**src/sv/te2f_pkg.sv**
```systemverilog
// ----------------------------------------------------------------------------
// te2f_pkg
// Shared types and constants of the tensor element to float32 converter.
// ----------------------------------------------------------------------------
package te2f_pkg;

  // Element type codes.
  typedef enum logic [1:0] {
    ET_SINGLE = 2'd0,
    ET_INT8   = 2'd1,
    ET_HALF   = 2'd2,
    ET_BAD    = 2'd3
  } elem_type_t;

  // Register indexes (word address).
  localparam logic [1:0] REG_ELEMENT_TYPE = 2'd0;
  localparam logic [1:0] REG_ZERO_POINT   = 2'd1;
  localparam logic [1:0] REG_SCALE_BITS   = 2'd2;

  localparam logic [31:0] SCALE_RESET = 32'h3F80_0000;
  localparam logic [31:0] QNAN        = 32'h7FC0_0000;
  localparam logic [31:0] INF_BITS    = 32'h7F80_0000;

  // Configuration snapshot handed to the datapath.
  typedef struct packed {
    elem_type_t  etype;
    logic [7:0]  zero_point;
    logic [31:0] scale_bits;
  } cfg_t;

endpackage

```
**src/sv/te2f_regs.sv**
```systemverilog
// ----------------------------------------------------------------------------
// te2f_regs
// APB-style register file holding element type, zero point and scale.
// ----------------------------------------------------------------------------
module te2f_regs (
  input  logic             clk,
  input  logic             rst,
  input  logic             psel,
  input  logic             penable,
  input  logic             pwrite,
  input  logic [3:0]       paddr,
  input  logic [31:0]      pwdata,
  output logic [31:0]      prdata,
  output logic             pready,
  output te2f_pkg::cfg_t   cfg
);
  import te2f_pkg::*;

  logic [1:0] widx;
  assign widx   = paddr[3:2];
  assign pready = 1'b1;

  // Register writes happen on the access cycle.
  always_ff @(posedge clk) begin
    if (rst) begin
      cfg.etype      <= ET_SINGLE;
      cfg.zero_point <= 8'd0;
      cfg.scale_bits <= SCALE_RESET;
    end else if (psel && penable && pwrite && paddr[1:0] == 2'b00) begin
      case (widx)
        REG_ELEMENT_TYPE: cfg.etype      <= elem_type_t'(pwdata[1:0]);
        REG_ZERO_POINT:   cfg.zero_point <= pwdata[7:0];
        REG_SCALE_BITS:   cfg.scale_bits <= pwdata;
        default: ;
      endcase
    end
  end

  // Read back.
  always_comb begin
    case (widx)
      REG_ELEMENT_TYPE: prdata = {30'd0, cfg.etype};
      REG_ZERO_POINT:   prdata = {24'd0, cfg.zero_point};
      REG_SCALE_BITS:   prdata = cfg.scale_bits;
      default:          prdata = 32'd0;
    endcase
  end
endmodule

```
**src/sv/te2f_pipe.sv**
```systemverilog
// ----------------------------------------------------------------------------
// te2f_pipe
// Four-stage conversion pipeline with a stall-shared enable.
// Stage 1: difference, half decode. Stage 2: multiply, leading-one search.
// Stage 3: normalize and round. Stage 4: pack result.
// ----------------------------------------------------------------------------
module te2f_pipe (
  input  logic           clk,
  input  logic           rst,
  input  te2f_pkg::cfg_t cfg,
  input  logic           in_valid,
  output logic           in_ready,
  input  logic [31:0]    in_raw,
  input  logic           in_last,
  output logic           out_valid,
  input  logic           out_ready,
  output logic [31:0]    out_bits,
  output logic           out_bad,
  output logic           out_last
);
  import te2f_pkg::*;

  logic adv;
  logic v1, v2, v3, v4;
  assign adv      = !v4 || out_ready;
  assign in_ready = adv;

  // ---------------- stage 1 ----------------
  logic        k1;          // 0 direct, 1 int8 math
  logic [31:0] d1_bits;     // direct result
  logic        bad1, last1, sign1;
  logic [7:0]  m1;          // |difference|, up to 255
  logic [23:0] sig1;
  logic [8:0]  e1;

  logic signed [8:0] diff_c;
  logic [7:0]  mag_c;
  logic [31:0] dq_bits_c, half_c;
  logic        dq_direct_c, sgn_c;
  logic [7:0]  sexp;
  logic [22:0] sman;
  logic [15:0] hb;
  logic [4:0]  hex;
  logic [9:0]  hman;
  logic [4:0]  lz;
  logic [9:0]  hnorm;

  always_comb begin
    sexp   = cfg.scale_bits[30:23];
    sman   = cfg.scale_bits[22:0];
    diff_c = $signed({in_raw[7], in_raw[7:0]}) - $signed({cfg.zero_point[7], cfg.zero_point});
    mag_c  = diff_c[8] ? 8'(-diff_c) : diff_c[7:0];
    sgn_c  = diff_c[8] ^ cfg.scale_bits[31];
    dq_direct_c = 1'b1;
    dq_bits_c   = {sgn_c, 31'd0};
    if (sexp == 8'hFF) begin
      if (sman != 23'd0)       dq_bits_c = cfg.scale_bits | 32'h0040_0000;
      else if (mag_c == 8'd0)  dq_bits_c = QNAN;
      else                     dq_bits_c = {sgn_c, 31'd0} | INF_BITS;
    end else if (mag_c == 8'd0 || (sexp == 8'd0 && sman == 23'd0)) begin
      dq_bits_c = {sgn_c, 31'd0};
    end else begin
      dq_direct_c = 1'b0;
    end
    // Half widening; a subnormal is normalized by a leading-one count.
    hb   = in_raw[15:0];
    hex  = hb[14:10];
    hman = hb[9:0];
    lz   = 5'd0;
    for (int i = 0; i < 10; i++) begin
      if (hman[i]) lz = 5'(9 - i);
    end
    hnorm = 10'(hman << (lz + 5'd1));
    if (hex == 5'd0) begin
      if (hman == 10'd0) half_c = {hb[15], 31'd0};
      else half_c = {hb[15], 8'(8'd112 - {3'd0, lz}), hnorm, 13'd0};
    end else if (hex == 5'h1F) begin
      half_c = {hb[15], 8'hFF, hman, 13'd0};
    end else begin
      half_c = {hb[15], 8'({3'd0, hex} + 8'd112), hman, 13'd0};
    end
  end

  always_ff @(posedge clk) begin
    if (rst) v1 <= 1'b0;
    else if (adv) v1 <= in_valid;
  end
  always_ff @(posedge clk) begin
    if (adv) begin
      last1 <= in_last;
      bad1  <= 1'b0;
      k1    <= 1'b0;
      sign1 <= sgn_c;
      m1    <= mag_c;
      sig1  <= (sexp == 8'd0) ? {1'b0, sman} : {1'b1, sman};
      e1    <= (sexp == 8'd0) ? 9'd1 : {1'b0, sexp};
      unique case (cfg.etype)
        ET_SINGLE: d1_bits <= in_raw;
        ET_INT8: begin
          d1_bits <= dq_bits_c;
          k1      <= !dq_direct_c;
        end
        ET_HALF:   d1_bits <= half_c;
        default: begin
          d1_bits <= 32'd0;
          bad1    <= 1'b1;
        end
      endcase
    end
  end

  // ---------------- stage 2 ----------------
  logic [31:0] p2;
  logic [4:0]  h2;
  logic [31:0] d2_bits;
  logic        k2, bad2, last2, sign2;
  logic [8:0]  e2;
  logic [31:0] p_c;
  logic [4:0]  h_c;

  // The product is at most 32 bits; find its leading one.
  always_comb begin
    p_c = {8'd0, sig1} * {24'd0, m1};
    h_c = 5'd0;
    for (int i = 0; i < 32; i++) begin
      if (p_c[i]) h_c = 5'(i);
    end
  end

  always_ff @(posedge clk) begin
    if (rst) v2 <= 1'b0;
    else if (adv) v2 <= v1;
  end
  always_ff @(posedge clk) begin
    if (adv) begin
      p2 <= p_c; h2 <= h_c; d2_bits <= d1_bits; k2 <= k1;
      bad2 <= bad1; last2 <= last1; sign2 <= sign1; e2 <= e1;
    end
  end

  // ---------------- stage 3 ----------------
  logic [24:0] q3;
  logic signed [10:0] big3;
  logic [31:0] d3_bits;
  logic        k3, bad3, last3, sign3, norm3;
  logic [22:0] sub3;
  logic signed [10:0] big_c;
  logic [4:0]  sh_c;
  logic [31:0] rem_c, halfw_c, mask_c;
  logic [24:0] q_c;

  always_comb begin
    big_c   = $signed({6'd0, h2}) + $signed({2'd0, e2}) - 11'sd23;
    sh_c    = (h2 > 5'd23) ? 5'(h2 - 5'd23) : 5'd0;
    mask_c  = (32'd1 << sh_c) - 32'd1;
    rem_c   = p2 & mask_c;
    halfw_c = (sh_c == 5'd0) ? 32'd0 : (32'd1 << (sh_c - 5'd1));
    if (h2 > 5'd23) begin
      q_c = 25'(p2 >> sh_c);
      if (rem_c > halfw_c || (rem_c == halfw_c && q_c[0])) q_c = q_c + 25'd1;
    end else begin
      q_c = 25'(p2 << (5'd23 - h2));
    end
  end

  always_ff @(posedge clk) begin
    if (rst) v3 <= 1'b0;
    else if (adv) v3 <= v2;
  end
  always_ff @(posedge clk) begin
    if (adv) begin
      q3 <= q_c; big3 <= big_c; norm3 <= (big_c >= 11'sd1);
      // Subnormal: p << (e-1), with e = 1 here for a subnormal scale.
      sub3 <= 23'(p2 << (e2[4:0] - 5'd1));
      d3_bits <= d2_bits; k3 <= k2; bad3 <= bad2; last3 <= last2; sign3 <= sign2;
    end
  end

  // ---------------- stage 4 ----------------
  logic [31:0] res_c;
  logic signed [10:0] bb;
  logic [23:0] qq;
  always_comb begin
    bb = big3;
    qq = q3[23:0];
    if (q3[24]) begin
      qq = q3[24:1];
      bb = big3 + 11'sd1;
    end
    if (!k3) res_c = d3_bits;
    else if (!norm3) res_c = {sign3, 8'd0, sub3};
    else if (bb >= 11'sd255) res_c = {sign3, 31'd0} | INF_BITS;
    else res_c = {sign3, bb[7:0], qq[22:0]};
  end

  always_ff @(posedge clk) begin
    if (rst) v4 <= 1'b0;
    else if (adv) v4 <= v3;
  end
  always_ff @(posedge clk) begin
    if (adv) begin
      out_bits <= res_c; out_bad <= bad3; out_last <= last3;
    end
  end
  assign out_valid = v4;
endmodule

```
**src/sv/tensor_element_to_float32.sv**
```systemverilog
// ----------------------------------------------------------------------------
// tensor_element_to_float32
// Converts tensor elements (float32, int8 quantized, float16) to float32.
// ----------------------------------------------------------------------------
// Usage:
//   Input beats arrive on s_axis (tdata = raw element, tlast = last marker).
//   Result beats leave on m_axis: tdata = float bits, tuser = unsupported flag,
//   tlast = copy of the input marker.
//   The APB port sets element type (0x0), zero point (0x4) and scale (0x8);
//   write only while the pipeline is empty.
//   A beat accepted at one edge loads the first of the four register stages
//   (decode, multiply, round, pack) at that edge and leaves from the last.
//   Throughput is one beat per cycle while the receiver does not stall;
//   each stage takes one beat per cycle.
//   Reset empties the pipeline and loads type float32, zero point 0, scale 1.0.
//   When the receiver stalls a waiting result, every stage holds and s_axis_tready drops;
//   no beat is lost or repeated.
// ----------------------------------------------------------------------------
module tensor_element_to_float32 (
  input  logic        clk,
  input  logic        rst,
  input  logic        s_axis_tvalid,
  output logic        s_axis_tready,
  input  logic [31:0] s_axis_tdata,   // [31:0] raw_element
  input  logic        s_axis_tlast,
  output logic        m_axis_tvalid,
  input  logic        m_axis_tready,
  output logic [31:0] m_axis_tdata,   // [31:0] float_bits
  output logic        m_axis_tuser,   // [0] unsupported
  output logic        m_axis_tlast,
  input  logic        psel,
  input  logic        penable,
  input  logic        pwrite,
  input  logic [3:0]  paddr,
  input  logic [31:0] pwdata,
  output logic [31:0] prdata,
  output logic        pready
);
  import te2f_pkg::*;

  cfg_t cfg;

  // Configuration registers.
  te2f_regs u_regs (
    .clk, .rst, .psel, .penable, .pwrite, .paddr, .pwdata, .prdata, .pready, .cfg
  );

  // Conversion pipeline.
  te2f_pipe u_pipe (
    .clk, .rst, .cfg,
    .in_valid (s_axis_tvalid), .in_ready (s_axis_tready),
    .in_raw   (s_axis_tdata),  .in_last  (s_axis_tlast),
    .out_valid(m_axis_tvalid), .out_ready(m_axis_tready),
    .out_bits (m_axis_tdata),  .out_bad  (m_axis_tuser),
    .out_last (m_axis_tlast)
  );
endmodule
```
**config.mk**
```make
export PLATFORM = sky130hd
export DESIGN_NAME = tensor_element_to_float32
export DESIGN_NICKNAME = d
export VERILOG_FILES = /design/src/sv/te2f_pkg.sv /design/src/sv/te2f_regs.sv /design/src/sv/te2f_pipe.sv /design/src/sv/tensor_element_to_float32.sv
export SDC_FILE = /design/constraint.sdc
export NUM_CORES = 1
export LEC_CHECK = 0
export BUFFER_PORTS_ARGS = -buffer_cell sky130_fd_sc_hd__buf_4
export CAP_MARGIN = 5
export CORE_MARGIN = 3
export CORE_UTILIZATION = 57
export DETAILED_ROUTE_END_ITERATION = 8
export PLACE_DENSITY = 0.87
export SLEW_MARGIN = 20
export SYNTH_ARGS = -nofsm -noshare
export SYNTH_HDL_FRONTEND = slang
export SYNTH_SLANG_ARGS = --single-unit
```
**constraint.sdc**
```tcl
create_clock -name clk -period 14.35 [get_ports clk]
set_input_delay 2.87 -clock clk [delete_from_list [all_inputs] [get_ports clk]]
set_output_delay 2.87 -clock clk [all_outputs]
set_load 0.02 [all_outputs]
```
# After elaboration in Yosys (flattened, before gate mapping)

Index checks and enable logic that the tools add are counted.

Input bits: 76
Memory bits (writable): 0
Register bits: 335
Logic and storage cells: 164
Bits in latches: 0
ROM bits: 0
Memories: 0
Output and inout port bits: 69

Shift operators: 6
Reductions and logical operators: 28
$lt $le $gt $ge: 4
Eq/ne operators: 7
$mul: 1
Add/sub/neg operators: 14
Bitwise logic cells: 2
Muxes and demuxes: 62
Div/mod/pow operators: 0

Operators by type and width:

| cell                    | count |
|---|---|
| $pmux W32 S3            | 2 |
| $mux W32                | 5 |
| $mux W31                | 5 |
| $mux W4                 | 26 |
| $shl A1 B5 Y32 const A  | 2 |
| $mux W25                | 2 |
| $and A32 B32 Y32        | 1 |
| $eq A32 B32 Y1          | 1 |
| $gt A32 B32 Y1          | 1 |
| $mul A24 B8 Y32         | 1 |
| $shl A32 B5 Y23         | 1 |
| $shl A32 B5 Y25         | 1 |
| $shr A32 B5 Y25         | 1 |
| $sub A32 B1 Y32 const B | 1 |
| $add A25 B1 Y25 const B | 1 |
| $mux W24                | 1 |
| $mux W3                 | 8 |
| $logic_not A23 Y1       | 1 |
| $mux W23                | 1 |
| $reduce_bool A23 Y1     | 1 |
| $logic_not A8 Y1        | 2 |
| $reduce_or A16 Y1       | 1 |
| $add A11 B2 Y11 const B | 1 |
| $ge A11 B2 Y1 const B   | 1 |
| 34 further kinds        | 56 |

# Depth between registers and ports, before layout

Depth after elaboration: 31
Gate-level depth with buffers: 29
Mapped depth without buffers: 24

# By module

From an unflattened synthesis, not the netlist that was laid out.

Cell total of the unflattened synthesis: 2783
Area, all modules: 27172.3 um^2

Modules (own cells, without submodules):

| module    | sequential area each (um^2) | times used | cells each | area an instance (um^2) |
|---|---|---|---|---|
| te2f_pipe | 8698.3                      | 1          | 2560       | 25041.5 |
| te2f_regs | 840.8                       | 1          | 223        | 2130.8 |

# Least setup slack after synthesis

OpenSTA, ideal clock, no wires.

Path kind: in2out
Start: input port m_axis_tready
End: output port s_axis_tready
Buffers on the path: 1
Stages: 2
Slack: 452 ps
Data arrival time: 11028 ps
Data required time: 11480 ps
Cells stage by stage: nand2b_1 clkbuf_1

Word-level cells in the longest chain between the ends: 1

RTL lines:

| element            | RTL line                        | source |
|---|---|---|
| start, declared    | tensor_element_to_float32.sv:27 | `input logic m_axis_tready,` |
| $logic_or A1 B1 Y1 | te2f_pipe.sv:25                 | `assign adv = !v4 \|\| out_ready;` |
| end, declared      | tensor_element_to_float32.sv:23 | `output logic s_axis_tready,` |

No other way between the ends.

# Worst setup path in the final report

Start: register u_pipe.h2[1]
End: register u_pipe.q3[14], data pin

Word-level cells in the longest chain between the ends: 10
Elaborated cells on any way between the ends: 20
Those cells by class: add/sub (5); order compare (2); eq/ne (1); shift (4); mux (4); bitwise (1); reduce/logical (3)

RTL lines:

| element                                                 | RTL line         | source |
|---|---|---|
| start, declared                                         | te2f_pipe.sv:114 | `logic [4:0] h2;` |
| start signal, assigned                                  | te2f_pipe.sv:136 | `p2 <= p_c; h2 <= h_c; d2_bits <= d1_bits; k2 <= k1;` |
| branches (longest 9 deep; another with $sub A32 B1 Y32) | -                |  |
| $mux W25 (*)                                            | te2f_pipe.sv:158 | `if (h2 > 5'd23) begin` |
| named net u_pipe.q_c[14]                                | te2f_pipe.sv:150 | `logic [24:0] q_c;` |
| end signal, assigned                                    | te2f_pipe.sv:172 | `q3 <= q_c; big3 <= big_c; norm3 <= (big_c >= 11'sd1);` |
| end, declared                                           | te2f_pipe.sv:142 | `logic [24:0] q3;` |

Mark *: on every way through the listed nets, which the timed path passes.
A chain may end at the register's enable or synchronous reset.

==> run metrics <==
status=completed; worst stage delay on the critical path=between 0.6 and 0.7 ns; initial antenna violation count=4; top-area cell type share of the netlist area=0.322; Final nets=around 3200; H-tree depth=2; post-synthesis cell count=about 2800; setup TNS=0 ns; largest net degree at the start of global routing=96; core area=between 0.04 and 0.05 mm²; critical path arrival=~7.5 ns; FF+latch count, synth=333; most common cell in the netlist=nand2_1; Setup crit end kind=register; delay-heaviest family, CP=simple AND/OR/NAND/NOR gates; final setup fails=0; # hold bufs at CTS=0; Area growth syn-to-layout=9.32%; Yosys warnings=0; antenna-violating nets left=0; final hold violation count=0; CTS Root Cell=clkbuf_16; relative max-transition margin=0.284; Post-Syn Area=0.0268 mm²; Avg Cell Area, Syn=9.47 µm²; Initial Util=0.584; CTS tree=built; Die H=between 200 and 250 µm; cell row count=78; design area=just under 0.03 mm²; Peak Freq=about 140 MHz; DP Area=0.0281 mm²; ys async rst share=0; synth cell count leaders=320 x nand2_1, 287 x edfxtp_1, 203 x nor2_1; cells on worst reg2reg path=24; Vias/cell=approximately 6.5; MaxCap Viol Count=0; worst hold path depth=0; maximum VDD drop=0.120 mV; dominant synthesized flop cell=edfxtp_1; boundary pin count=between 100 and 150; drc violations=0; CP bufs+invs=4; Die Area=0.0496 mm²; routability cong.=0.998; syn nets=roughly 3100; Clk Latency, worst-skew pair=roughly 0.55 ns; Max FO, Critical Path=39; fin. max-slew vios=0; vias in the first global route=about 22000; IO Port Bufs=143; ranking of synthesized cells by area=edfxtp_1 32%, fa_1 10%, ha_1 5.1%; WL/cell=22.4 µm; Worst Hold End=u_pipe.d2_bits[19]; unrepaired setup endpoints after global routing=false; kind of critical path=register to register; worst reg2reg path startpoint=u_pipe.h2[1]; Max Root-Sink Buffers=3; post-synth top area cell=edfxtp_1; DRT Wirelength=78300 µm; Detailed Place HPWL=approximately 58000 µm; clk sinks=between 300 and 400; final worst-path cycle share=0.503; Tightest Pin Transition=~1.1 ns; global route overflow=0; Slowest cell on crit path=nor4b_4; number of synthesized flops with an enable pin=around 290; drt pass-1 iters=9; Lkg Pwr=about 12 nW; Worst-path clk slew=0.06 ns; HP Start=u_pipe.d1_bits[19]; Final min period=7.22 ns; Hold/Removal Path Class=register to register; CP Launch Type=register; worst-case clock skew=about 0.027 ns; # Post-CTS Setup Buffers=0; layout cells sized above 1=0.116; sequential cell area fraction in the yosys report=0.356; R2R Setup Slk=slightly above 7 ns; CP cell instances=buf_4 > ha_1 > xor2_1 > a2bb2oi_4 > buf_4 > inv_2 > buf_4 > a211oi_2 > nand2_1 > ha_1 > o21ai_0 > o22ai_1 > and2_1 > ha_1 > nand4_1 > nor2_1 > nand3_1 > nor3_1 > o221ai_1 > nand3_1 > nor4b_4 > nand4_1 > xnor2_1 > a32o_1; GRT Total Usage=0.310; CTS Buf Count=35; Required @ worst endpoint=about 15 ns; PwrDens=about 140 mW/mm²; Post-CTS Resized=0; first-pass GRT wire length=approximately 120000 µm; Die Width=between 200 and 250 µm; Iter 0 DRT Violations=between 2000 and 3000; Crit Reg-Reg Endpoint=u_pipe.q3[14]; vias after detailed routing=22600; Netlist cell types=97
[cells in the final DEF, fill, tap and decap left out, types with 10 or more instances in the layout]
cell / synthesis / final
inv_1: 197 / 197
mux2_2: 68 / 68
a211oi_1: 31 / 31
and3_1: 19 / 19
a31oi_1: 44 / 44
a21o_1: 29 / 29
nand3_1: 60 / 60
edfxtp_1: 287 / 287
o31ai_1: 17 / 16
or3_1: 11 / 11
a22oi_1: 17 / 17
clkbuf_16: 0 / 35
o21bai_1: 13 / 13
a221oi_1: 17 / 17
nor4_1: 17 / 16
a21oi_1: 186 / 186
o21ai_0: 94 / 92
o211ai_1: 13 / 13
and2_1: 156 / 156
nor2_1: 203 / 202
buf_4: 7 / 171
a22o_1: 20 / 20
a2bb2oi_1: 10 / 10
xor2_1: 43 / 42
mux2i_1: 80 / 80
ha_1: 110 / 110
nand2b_1: 23 / 22
o22ai_1: 66 / 66
o21a_1: 14 / 14
xnor2_1: 48 / 47
nand3b_1: 16 / 16
nor3_1: 38 / 38
nand4_1: 26 / 26
nand2_1: 320 / 320
nor2b_1: 53 / 53
dfxtp_1: 46 / 46
fa_1: 134 / 134
[cell families (layout without fill, tap and decap cells)]
| kind of cell | after synthesis | count (layout) | share of synthesized area |
|---|---|---|---|
| AO/OA/AOI/OAI | 655 | 655 | 0.162 |
| XOR/XNOR | 92 | 92 | 0.0306 |
| adder cells (fa/ha/maj) | 244 | 244 | 0.152 |
| buffers and inverters | 374 | 434 | 0.0556 |
| flip-flops | 333 | 333 | 0.356 |
| multiplexers | 157 | 157 | 0.0661 |
| other | 2 | 4 | 0.000280 |
| AND/OR/NAND/NOR | 970 | 970 | 0.177 |
[layer usage]
layer,vias up,wire (µm),track usage
met5,-,52,0
met4,4,3160,0.111
met3,248,6980,0.0534
met2,1276,36500,0.498
met1,10900,31700,0.425
li1,10200,-,-
[area by class of cell]
cell class | count | area [µm²]
clock buffer | 39 | 891
sequential | 333 | 9540
tap | 600 | 751
antenna | 2 | 5.00
clock inverter | 21 | 221
timing repair buffer | 173 | 1310
fill | 3499 | 16600
multi-input combinational | 2120 | 15800
inverter | 201 | 754
[where the power goes]
part	internal, mW	switching [mW]
clock	0.521	0.373
sequential	1.19	0.114
combinational	0.708	1.21
total	2.42	1.69
[metrics by stage]
stage / hold WS, ns / utilization / setup WS (ns) / std cells / power [mW]
after CTS: 0.421 / 0.638 / 6.93 / 3487 / 4.06
after global routing: 0.420 / 0.638 / 6.64 / 3487 / 4.30
after global placement: 0.400 / 0.613 / 7.13 / 3427 / 3.14
after floorplan: 0.400 / - / 0.452 / 2827 / 2.64
after detailed placement: 0.405 / 0.613 / 6.97 / 3427 / 3.17
final: 0.419 / 0.638 / 7.13 / 3489 / 4.12
[flip-flops by register name, summed over array words and instances, names as in the netlist, 5 cells and up]
name / flops
u_pipe.p2: 32
u_pipe.e1: 8
u_pipe.q3: 25
u_pipe.d2_bits: 32
u_pipe.d1_bits: 32
u_pipe.sig1: 24
u_pipe.d3_bits: 32
u_pipe.out_bits: 32
u_pipe.big3: 11
u_pipe.h2: 5
u_regs.cfg: 42
u_pipe.m1: 8
u_pipe.sub3: 23
u_pipe.e2: 8
[worst register-to-register path: stages, from the launching register on]
cell and delay [ns]:
edfxtp_1 0.32, buf_4 0.39, ha_1 0.47, xor2_1 0.17, a2bb2oi_4 0.16, buf_4 0.38
inv_2 0.26, buf_4 0.33, a211oi_2 0.45, nand2_1 0.12, ha_1 0.40, o21ai_0 0.28
o22ai_1 0.16, and2_1 0.19, ha_1 0.29, nand4_1 0.13, nor2_1 0.20, nand3_1 0.10
nor3_1 0.39, o221ai_1 0.24, nand3_1 0.26, nor4b_4 0.68, nand4_1 0.21, xnor2_1 0.17
a32o_1 0.22
[worst max-delay path by stage]
stage	cells past startpoint	from	endpoint	slack, ns
finish	24	u_pipe.h2[1]	u_pipe.q3[14]	7.13
global route	26	u_pipe.h2[1]	u_pipe.q3[14]	6.64
CTS	24	u_pipe.h2[1]	u_pipe.q3[14]	6.93
detailed placement	24	u_pipe.h2[1]	u_pipe.q3[14]	6.97
global placement	26	u_pipe.h2[1]	u_pipe.q3[14]	7.13
floorplan	2	m_axis_tready	s_axis_tready	0.45
Note: power is estimated with default switching activity, not from simulation.
